## config.mk

```make
export PLATFORM = sky130hd
export DESIGN_NAME = keyboard_display_pia_top_flat
export DESIGN_NICKNAME = d
export VERILOG_FILES = /design/src/rtl/kdp_pkg.sv /design/src/rtl/kdp_intf.sv /design/src/rtl/keyboard_display_pia_top.sv /design/src/flat_wrapper.sv
export VERILOG_INCLUDE_DIRS = /design/src /design/src/rtl
export SDC_FILE = /design/constraint.sdc
export NUM_CORES = 2
export LEC_CHECK = 0
export BUFFER_PORTS_ARGS = -buffer_cell sky130_fd_sc_hd__buf_2
export CORE_MARGIN = 1
export CORE_UTILIZATION = 59
export DETAILED_ROUTE_END_ITERATION = 12
export PLACE_DENSITY_LB_ADDON = 0.15
export SETUP_SLACK_MARGIN = 0.2
export SLEW_MARGIN = 20
export SYNTH_ARGS = -nofsm -noshare
export SYNTH_HDL_FRONTEND = slang
export SYNTH_SLANG_ARGS = --single-unit
export TNS_END_PERCENT = 5
```

## constraint.sdc

```tcl
create_clock -name clk_i -period 11.9 [get_ports clk_i]
set_input_delay 1.19 -clock clk_i [delete_from_list [all_inputs] [get_ports clk_i]]
set_output_delay 1.19 -clock clk_i [all_outputs]
set_load 0.02 [all_outputs]
```

## src/rtl/keyboard_display_pia_top_macros.svh

```systemverilog
// Assertion helpers for the file that checks itself.
`ifndef KEYBOARD_DISPLAY_PIA_TOP_MACROS_SVH
`define KEYBOARD_DISPLAY_PIA_TOP_MACROS_SVH

// Checked on every rising clock edge, quiet while reset is held.
`define KDP_ASSERT(label, prop, msg) \
  label: assert property (@(posedge clk_i) disable iff (!rst_ni) (prop)) else $error(msg);

// Checked on every rising clock edge, reset included.
`define KDP_ASSERT_ALWAYS(label, prop, msg) \
  label: assert property (@(posedge clk_i) (prop)) else $error(msg);

`endif

```

## src/rtl/kdp_pkg.sv

```systemverilog
package kdp_pkg;

  typedef enum logic [1:0] {
    FUNC_BUS_READ  = 2'd0,
    FUNC_BUS_WRITE = 2'd1,
    FUNC_KEY_IN    = 2'd2,
    FUNC_DISP_TAKE = 2'd3
  } func_e;

  typedef enum logic [1:0] {
    SEL_KEY_DATA  = 2'd0,
    SEL_KEY_CTRL  = 2'd1,
    SEL_DISP_DATA = 2'd2,
    SEL_DISP_CTRL = 2'd3
  } sel_e;

  localparam logic [7:0] KeyLowerA   = 8'h61;
  localparam logic [7:0] KeyLowerZ   = 8'h7a;
  localparam logic [7:0] KeyCaseMask = 8'hdf;
  localparam logic [7:0] KeyBit7     = 8'h80;
  localparam logic [7:0] KeyBs       = 8'h08;
  localparam logic [7:0] KeyDel      = 8'h7f;
  localparam logic [7:0] KeyRubout   = 8'hdf;

  localparam logic [6:0] DispCr       = 7'h0d;
  localparam logic [6:0] DispCtrlMax  = 7'h1f;
  localparam logic [6:0] DispLowBase  = 7'h60;
  localparam logic [6:0] DispUpMask   = 7'h5f;

  // Terminal key to the machine's keyboard code.
  function automatic logic [7:0] key_to_machine(input logic [7:0] k);
    logic [7:0] r;
    if (k >= KeyLowerA && k <= KeyLowerZ) begin
      r = (k & KeyCaseMask) | KeyBit7;
    end else if (k == KeyBs || k == KeyDel) begin
      r = KeyRubout;
    end else begin
      r = k | KeyBit7;
    end
    return r;
  endfunction

  // Queued byte to the display's uppercase character set; control codes other than carriage return become zero.
  function automatic logic [6:0] char_to_display(input logic [7:0] c);
    logic [6:0] v;
    logic [6:0] r;
    v = c[6:0];
    if (v == DispCr) begin
      r = v;
    end else if (v <= DispCtrlMax) begin
      r = '0;
    end else if (v >= DispLowBase) begin
      r = v & DispUpMask;
    end else begin
      r = v;
    end
    return r;
  endfunction

endpackage

```

## src/rtl/kdp_intf.sv

```systemverilog
interface kdp_in_if;
  logic       valid;
  logic       ready;
  logic [1:0] func;
  logic [1:0] reg_select;
  logic [7:0] write_data;
  logic [7:0] key_code;

  modport source (output valid, output func, output reg_select, output write_data,
                  output key_code, input ready);
  modport sink   (input valid, input func, input reg_select, input write_data,
                  input key_code, output ready);
endinterface

interface kdp_out_if;
  logic       valid;
  logic       ready;
  logic [7:0] read_data;
  logic       key_accepted;
  logic       char_valid;
  logic [6:0] char_out;

  modport source (output valid, output read_data, output key_accepted,
                  output char_valid, output char_out, input ready);
  modport sink   (input valid, input read_data, input key_accepted,
                  input char_valid, input char_out, output ready);
endinterface

```

## src/rtl/keyboard_display_pia_top.sv

```systemverilog
// Keyboard and display parallel port with four registers. Every beat on in_i is one event:
// a bus read, a bus write, a key arriving, or the display taking its queued character,
// and every such beat yields exactly one result beat on out_o, in order. Keys wait in a
// FIFO of KEY_FIFO_DEPTH entries held in a memory; a read of the key data register pops
// the oldest key, converted to uppercase with bit 7 set (backspace and delete read as
// 0xDF). The control and status registers report pending data in bit 7. A display data
// write queues one character when the slot is empty, but only once the display control
// register has been written. The block takes one beat every clock cycle while out_o is
// ready. A beat is captured in the input register and worked in the single combinational
// pass between the input register and the result register, which drives out_o. A result
// that waits on out_o holds the input register and so stops in_i as well. The oldest key
// is kept prefetched from the FIFO memory's registered read port, so a pop never waits
// for the memory. The FIFO needs no clearing pass after reset.
`include "keyboard_display_pia_top_macros.svh"

module keyboard_display_pia_top #(
  parameter int unsigned KEY_FIFO_DEPTH = 256
) (
  input  logic      clk_i,
  input  logic      rst_ni,
  kdp_in_if.sink    in_i,
  kdp_out_if.source out_o
);

  localparam int unsigned AW = (KEY_FIFO_DEPTH > 1) ? $clog2(KEY_FIFO_DEPTH) : 1;
  localparam int unsigned CW = $clog2(KEY_FIFO_DEPTH + 1);

  typedef struct packed {
    kdp_pkg::func_e func;
    kdp_pkg::sel_e  reg_select;
    logic [7:0]     write_data;
    logic [7:0]     key_code;
  } item_t;

  typedef struct packed {
    logic [7:0] read_data;
    logic       key_accepted;
    logic       char_valid;
    logic [6:0] char_out;
  } result_t;

  // Input stage.
  logic  s1_valid_q;
  item_t s1_q;
  logic  s1_adv;
  logic  in_take;

  // Result stage.
  logic    out_valid_q;
  result_t out_q;
  result_t res_d;

  // Architectural state.
  logic [AW-1:0] head_q, head_d;
  logic [AW-1:0] tail_q, tail_d;
  logic [CW-1:0] count_q, count_d;
  logic [7:0]    kdata_q, kdata_d;
  logic [7:0]    kctrl_q, kctrl_d;
  logic [7:0]    ddata_q, ddata_d;
  logic [7:0]    dctrl_q, dctrl_d;
  logic [7:0]    slot_q, slot_d;
  logic          full_q, full_d;
  logic          pen_q, pen_d;

  // Key FIFO memory and its prefetched front entry.
  logic [7:0]    key_mem [KEY_FIFO_DEPTH];
  logic [7:0]    front_q;
  logic          push, pop;

  function automatic logic [AW-1:0] next_idx(input logic [AW-1:0] i);
    return (i == AW'(KEY_FIFO_DEPTH - 1)) ? '0 : i + 1'b1;
  endfunction

  // The input register moves on whenever the result register is empty or is being
  // drained in this cycle, so a stalled result only holds up the item behind it.
  assign s1_adv     = s1_valid_q && (!out_valid_q || out_o.ready);
  assign in_i.ready = !s1_valid_q || s1_adv;
  assign in_take    = in_i.valid && in_i.ready;

  always_ff @(posedge clk_i or negedge rst_ni) begin
    if (!rst_ni) begin
      s1_valid_q <= 1'b0;
    end else if (in_i.ready) begin
      s1_valid_q <= in_i.valid;
    end
  end

  always_ff @(posedge clk_i) begin
    if (in_take) begin
      s1_q.func       <= kdp_pkg::func_e'(in_i.func);
      s1_q.reg_select <= kdp_pkg::sel_e'(in_i.reg_select);
      s1_q.write_data <= in_i.write_data;
      s1_q.key_code   <= in_i.key_code;
    end
  end

  // The single pass: one event against the register file, giving next state and result.
  always_comb begin
    head_d  = head_q;
    tail_d  = tail_q;
    kdata_d = kdata_q;
    kctrl_d = kctrl_q;
    ddata_d = ddata_q;
    dctrl_d = dctrl_q;
    slot_d  = slot_q;
    full_d  = full_q;
    pen_d   = pen_q;
    push    = 1'b0;
    pop     = 1'b0;
    res_d   = '0;
    if (s1_adv) begin
      unique case (s1_q.func)
        kdp_pkg::FUNC_BUS_READ: begin
          unique case (s1_q.reg_select)
            kdp_pkg::SEL_KEY_DATA: begin
              // An empty FIFO leaves the last key in place.
              if (count_q != '0) begin
                kdata_d = kdp_pkg::key_to_machine(front_q);
                head_d  = next_idx(head_q);
                pop     = 1'b1;
              end
              res_d.read_data = kdata_d;
            end
            kdp_pkg::SEL_KEY_CTRL: begin
              kctrl_d         = {count_q != '0, kctrl_q[6:0]};
              res_d.read_data = kctrl_d;
            end
            kdp_pkg::SEL_DISP_DATA: begin
              ddata_d         = {full_q, ddata_q[6:0]};
              res_d.read_data = ddata_d;
            end
            kdp_pkg::SEL_DISP_CTRL: begin
              // The old value is returned and bit 7 cleared afterwards.
              res_d.read_data = dctrl_q;
              dctrl_d         = {1'b0, dctrl_q[6:0]};
            end
            default: ;
          endcase
        end
        kdp_pkg::FUNC_BUS_WRITE: begin
          unique case (s1_q.reg_select)
            kdp_pkg::SEL_KEY_DATA:  kdata_d = s1_q.write_data;
            kdp_pkg::SEL_KEY_CTRL:  kctrl_d = s1_q.write_data;
            kdp_pkg::SEL_DISP_DATA: begin
              ddata_d = s1_q.write_data;
              if (pen_q && !full_q) begin
                slot_d = s1_q.write_data;
                full_d = 1'b1;
              end
            end
            kdp_pkg::SEL_DISP_CTRL: begin
              dctrl_d = s1_q.write_data;
              pen_d   = 1'b1;
            end
            default: ;
          endcase
        end
        kdp_pkg::FUNC_KEY_IN: begin
          if (count_q != CW'(KEY_FIFO_DEPTH)) begin
            tail_d             = next_idx(tail_q);
            push               = 1'b1;
            res_d.key_accepted = 1'b1;
          end
        end
        kdp_pkg::FUNC_DISP_TAKE: begin
          if (full_q) begin
            res_d.char_valid = 1'b1;
            res_d.char_out   = kdp_pkg::char_to_display(slot_q);
            full_d           = 1'b0;
          end
        end
        default: ;
      endcase
    end
  end

  // One event pushes or pops, never both.
  assign count_d = push ? count_q + 1'b1 : (pop ? count_q - 1'b1 : count_q);

  always_ff @(posedge clk_i or negedge rst_ni) begin
    if (!rst_ni) begin
      head_q  <= '0;
      tail_q  <= '0;
      count_q <= '0;
      kdata_q <= '0;
      kctrl_q <= '0;
      ddata_q <= '0;
      dctrl_q <= '0;
      full_q  <= 1'b0;
      pen_q   <= 1'b0;
    end else begin
      head_q  <= head_d;
      tail_q  <= tail_d;
      count_q <= count_d;
      kdata_q <= kdata_d;
      kctrl_q <= kctrl_d;
      ddata_q <= ddata_d;
      dctrl_q <= dctrl_d;
      full_q  <= full_d;
      pen_q   <= pen_d;
    end
  end

  always_ff @(posedge clk_i) begin
    slot_q <= slot_d;
  end

  // The read port always fetches the entry at the next head, so front_q holds the
  // oldest key whenever the FIFO is not empty. A key written into an empty FIFO lands
  // at that very address and is forwarded past the memory.
  always_ff @(posedge clk_i) begin
    if (push) begin
      key_mem[tail_q] <= s1_q.key_code;
    end
    if (push && tail_q == head_d) begin
      front_q <= s1_q.key_code;
    end else begin
      front_q <= key_mem[head_d];
    end
  end

  // Result register.
  always_ff @(posedge clk_i or negedge rst_ni) begin
    if (!rst_ni) begin
      out_valid_q <= 1'b0;
    end else if (s1_adv) begin
      out_valid_q <= 1'b1;
    end else if (out_o.ready) begin
      out_valid_q <= 1'b0;
    end
  end

  always_ff @(posedge clk_i) begin
    if (s1_adv) begin
      out_q <= res_d;
    end
  end

  assign out_o.valid        = out_valid_q;
  assign out_o.read_data    = out_q.read_data;
  assign out_o.key_accepted = out_q.key_accepted;
  assign out_o.char_valid   = out_q.char_valid;
  assign out_o.char_out     = out_q.char_out;

  // A key beat that meets a full FIFO, and a display take, as they leave the input stage.
  logic key_full_in;
  logic disp_take;

  assign key_full_in = s1_adv && s1_q.func == kdp_pkg::FUNC_KEY_IN &&
                       count_q == CW'(KEY_FIFO_DEPTH);
  assign disp_take   = s1_adv && s1_q.func == kdp_pkg::FUNC_DISP_TAKE;

  `KDP_ASSERT(a_count_in_range, count_q <= CW'(KEY_FIFO_DEPTH), "key count beyond depth")
  `KDP_ASSERT(a_empty_aligned, (count_q == '0) |-> (head_q == tail_q), "empty FIFO misaligned")
  `KDP_ASSERT(a_full_drops, key_full_in |=> !out_q.key_accepted, "key taken into a full FIFO")
  `KDP_ASSERT(a_take_reports, disp_take |=> out_q.char_valid == $past(full_q), "slot mismatch")
  `KDP_ASSERT_ALWAYS(a_rst_idle, !rst_ni |-> (!out_valid_q && !s1_valid_q), "valid in reset")

endmodule
```

## src/flat_wrapper.sv

```systemverilog
// flat-port wrapper written by rule: the top's interface ports become plain ports
module keyboard_display_pia_top_flat 
#(
  parameter int unsigned KEY_FIFO_DEPTH = 256
)
  (clk_i, rst_ni, in_i_valid, in_i_func, in_i_reg_select, in_i_write_data, in_i_key_code, in_i_ready, out_o_valid, out_o_read_data, out_o_key_accepted, out_o_char_valid, out_o_char_out, out_o_ready);
  kdp_in_if in_i_i ();
  kdp_out_if out_o_i ();
  input  logic clk_i;
  input  logic rst_ni;
  input wire logic [$bits(in_i_i.valid)-1:0] in_i_valid;
  input wire logic [$bits(in_i_i.func)-1:0] in_i_func;
  input wire logic [$bits(in_i_i.reg_select)-1:0] in_i_reg_select;
  input wire logic [$bits(in_i_i.write_data)-1:0] in_i_write_data;
  input wire logic [$bits(in_i_i.key_code)-1:0] in_i_key_code;
  output wire logic [$bits(in_i_i.ready)-1:0] in_i_ready;
  output wire logic [$bits(out_o_i.valid)-1:0] out_o_valid;
  output wire logic [$bits(out_o_i.read_data)-1:0] out_o_read_data;
  output wire logic [$bits(out_o_i.key_accepted)-1:0] out_o_key_accepted;
  output wire logic [$bits(out_o_i.char_valid)-1:0] out_o_char_valid;
  output wire logic [$bits(out_o_i.char_out)-1:0] out_o_char_out;
  input wire logic [$bits(out_o_i.ready)-1:0] out_o_ready;
  assign in_i_i.valid = in_i_valid;
  assign in_i_i.func = in_i_func;
  assign in_i_i.reg_select = in_i_reg_select;
  assign in_i_i.write_data = in_i_write_data;
  assign in_i_i.key_code = in_i_key_code;
  assign in_i_ready = in_i_i.ready;
  assign out_o_valid = out_o_i.valid;
  assign out_o_read_data = out_o_i.read_data;
  assign out_o_key_accepted = out_o_i.key_accepted;
  assign out_o_char_valid = out_o_i.char_valid;
  assign out_o_char_out = out_o_i.char_out;
  assign out_o_i.ready = out_o_ready;
  keyboard_display_pia_top #(.KEY_FIFO_DEPTH(KEY_FIFO_DEPTH)) u_core (.clk_i(clk_i), .rst_ni(rst_ni), .in_i(in_i_i), .out_o(out_o_i));
endmodule
```

==> impl_metrics.tcl <==
set metrics [dict create \
    synth_top_family_by_area "multiplexers" \
    io_pins 43 \
    vias 42340 \
    synthFlopType "edfxtp_1" \
    numCtsBuffers 208 \
    status "finished, final reports clean" \
    synthTopCellsByArea "edfxtp_1, mux4_2, dfrtp_1, mux2i_1, nor2_1" \
    floorplan.rows 138 \
    cp_cell_sequence "buf_4 -> buf_4 -> buf_4 -> nor2b_1 -> a311oi_1 -> o2111a_1 -> nor4_1 -> and3_1 -> and4bb_2 -> a211oi_1 -> o22ai_1" \
    fin_setup_tns_ns 0 \
    detailed_place_hpwl_mm 129.3 \
    max-clock-path-buffers 3 \
    setup.reg_to_reg.worst_slack_ns 5.94 \
    layout_cells_sized_above_1_pct 22.79 \
    remaining_drc_errors 0 \
    worstHoldStart "u_core.dctrl_q[1]" \
    cp_data_required_time_ns 12.48 \
    ys_seq_area_share_pct 75.88 \
    core-area_um2 142300 \
    synthXorXnorAreaFrac_pct 0.1340 \
    grt_antenna_before_repair 4 \
    die_x_um 381.5 \
    post_cts_setup_inserts 0 \
    detail_route.wirelength_mm 211.5 \
    synth_fp_nets 4131 \
    antenna_left 0 \
    grt_first_pass_wirelength_mm 304.3 \
    via_per_inst 6.755 \
    place_congestion 0.8887 \
    initial_core_util_pct 59.71 \
    critPathCaptureType "flop" \
    tightest_slew_ns 1.190 \
    synth_fa_ha_area_share_pct 0.2003 \
    area_growth_pct 9.843 \
    dr.first_iter.drc_count 5699 \
    worst-r2r-cell-count 11 \
    r2r_end "u_core.out_o.read_data[6]" \
    max_cap_viol_count 0 \
    place.port_buffers 42 \
    post_dp_cell_area_um2 86670 \
    synth-seq-cells 2159 \
    synth.largest_area_cell "edfxtp_1" \
    pwr_density_nw_per_um2 190.0 \
    final-max-slew-violation-count 0 \
    worstHoldPathCells 2 \
    drt_pre_antenna_iters 6 \
    clock_sinks 2159 \
    synth_async_sr_flop_share_pct 2.733 \
    cpMostUsedCell "buf_4" \
    track_usage_pct 29.48 \
    wl_per_cell_um 33.74 \
    crit_path_max_fanout 47 \
    first_global_vias 41450 \
    slowest_stage "dfxtp_4" \
    finalClockSkew_ns 0.02987 \
    synthesis.instances 4094 \
    total_leakage_power_nw 28.64 \
    worstHoldEndpoint "u_core.dctrl_q[1]" \
    synth_area_per_cell_um2 20.75 \
    ctsRootBufferMaster "clkbuf_16" \
    critPathLaunchType "flop" \
    synth.mux.area_fraction_pct 15.73 \
    yosysUniqueCellTypes 88 \
    synth_enable_flop_cells 2092 \
    clock.fmax_mhz 167.9 \
    synth_area_um2 84950 \
    class_of_the_most_critical_hold_timing_path "flop to flop" \
    nets 4236 \
    cts_htree_levels 4 \
    tritoncts "built" \
    rsz0062_at_grt "false" \
    final_period_minus_worst_setup_slack_ns 5.955 \
    post-route-period-util_pct 50.05 \
    dieArea_um2 145500 \
    cp.buffers_inverters 3 \
    gr-total-overflow 0 \
    finalSetupViolations 0 \
    die_height_um 381.5 \
    peakVddDrop_mv 0.1750 \
    stdcell_area_um2 93310 \
    insertion_delay_ns 0.85 \
    synth_simple_gate_area_share_pct 3.542 \
    timing.final.hold_violations 0 \
    critical_path_class "flop to flop" \
    critPathTopFamily "buffers and inverters" \
    grt_start_max_net_pins 177 \
    max_slew_margin_pct 20.34 \
    share_of_yosys_cell_area_claimed_by_the_top_area_cell_type_pct 73.95 \
    yosys_warnings 0 \
    ctsResizeCount 0 \
    timing.critical_path.arrival_ns 6.54 \
    cts-hold-fix-buffers 0 \
    clk_pin_slew_ns 0.06 \
    synth_compound_gate_area_share_pct 2.564 \
    timing.critical_path.slowest_cell_delay_ns 0.83 \
]
[area by class of cell]
cell class	count	area, um2
Fill cell	9270	48960
Timing Repair Buffer	128	909.6
Inverter	14	52.55
Multi-Input combinational cell	1688	18880
Tap cell	1890	2365
Antenna cell	3	7.507
Sequential cell	2159	64480
Clock buffer	263	5494
Clock inverter	123	1126
[metal layers]
layer / share of wire (%) / GRT usage [%] / routed length [um] / up-vias
li1: - / - / - / 17120
met3: 9.8 / 5.783 / 20740 / 395
met2: 47 / 44.62 / 98990 / 2459
met5: 0.0052 / 0 / 11 / -
met1: 40 / 43.34 / 83630 / 22370
met4: 3.8 / 10.87 / 8089 / 2
[through the flow]
step / cells / total power, mW / setup slack (ns) / util, % / hold slack (ns)
after global placement: 5878 / 11.42 / 6.166 / 60.90 / 0.4556
after CTS: 6265 / 17.78 / 6.075 / 65.57 / 0.4647
after detailed placement: 5879 / 11.45 / 6.076 / 60.92 / 0.4663
after floorplan: 4094 / 10.76 / 7.715 / - / 0.4444
after global routing: 6265 / 18.20 / 5.689 / 65.58 / 0.4936
final: 6268 / 17.73 / 5.945 / 65.59 / 0.4769
[worst max path at each step]
stage                     start                         to  slack (ns)  cells past startpoint
floorplan           out_o_ready          u_core.count_q[7]        7.71                     15
global placement           flop  u_core.out_o.read_data[1]        6.17                     11
detailed placement         flop  u_core.out_o.read_data[6]        6.08                     11
global route               flop  u_core.out_o.read_data[6]        5.69                     11
CTS                        flop  u_core.out_o.read_data[6]        6.07                     11
finish                     flop  u_core.out_o.read_data[6]        5.94                     11
[report_power, final]
part           internal [mW]  switching (mW)
sequential              8.43           0.112
clock                   3.60            2.83
combinational           1.18            1.57
total                   13.2            4.51
[flip-flops by register name, indices dropped and copies added (netlist names), 7 cells and up, named ones only]
| register | flops |
|---|---|
| u_core.out_o.read_data | 8 |
| u_core.dctrl_q | 8 |
| u_core.ddata_q | 7 |
| u_core.slot_q | 7 |
| u_core.key_mem | 2048 |
| u_core.kctrl_q | 7 |
| u_core.out_o.char_out | 7 |
| u_core.kdata_q | 8 |
| u_core.head_q | 8 |
| u_core.tail_q | 8 |
| u_core.count_q | 9 |
| u_core.s1_q | 20 |
[cells in the mapped netlist, types with 7 or more instances]
cell,instances
buf_12,7
mux2_2,31
and2_1,13
nor2b_1,28
a31oi_1,8
buf_4,42
nand3_1,37
mux2i_1,126
mux4_1,10
clkbuf_1,75
nor2_1,314
o211ai_1,7
a211oi_1,23
buf_2,52
dfxtp_1,8
o22ai_1,25
a22oi_1,59
o21ai_0,49
nor4_1,9
a221oi_1,7
ha_1,12
nand2_1,183
edfxtp_1,2092
mux4_2,510
inv_1,12
and3_1,16
nor3_1,10
nand4_1,13
a22o_1,14
a21oi_1,48
dfrtp_1,59
buf_6,44
xnor2_1,12
a311oi_1,9
nand2b_1,14
[tightest hold or removal path, cell delays in order (launching register included)]
cell and delay, ns:
dfrtp_1 0.34, nand2_1 0.04, o21ai_0 0.06
[cell usage in the layout (no fill, tap or decap), drive strengths merged, types with 13 or more instances in the layout]
master	Yosys	routed
edfxtp	2092	2092
mux4	520	520
nor2	314	314
clkbuf	76	263
nand2	183	183
buf	157	128
mux2i	126	126
clkinv	0	96
a22oi	59	59
dfrtp	59	59
o21ai	54	54
a21oi	48	48
nand3	37	37
mux2	31	31
nor2b	28	28
o22ai	25	25
a211oi	25	25
inv	14	22
and3	16	16
bufinv	0	15
nand2b	14	14
a22o	14	14
and2	13	13
nand4	13	13
[kinds of logic (layout without fill, tap and decap cells)]
| logic type | Yosys count | in the layout |
|---|---|---|
| other | 0 | 3 |
| buffers and inverters | 247 | 528 |
| AO/OA/AOI/OAI | 310 | 310 |
| XOR/XNOR | 13 | 13 |
| adder cells (fa/ha/maj) | 13 | 13 |
| AND/OR/NAND/NOR | 675 | 675 |
| multiplexers | 677 | 677 |
| flip-flops | 2159 | 2159 |
Note: power is estimated with default switching activity, not from simulation.
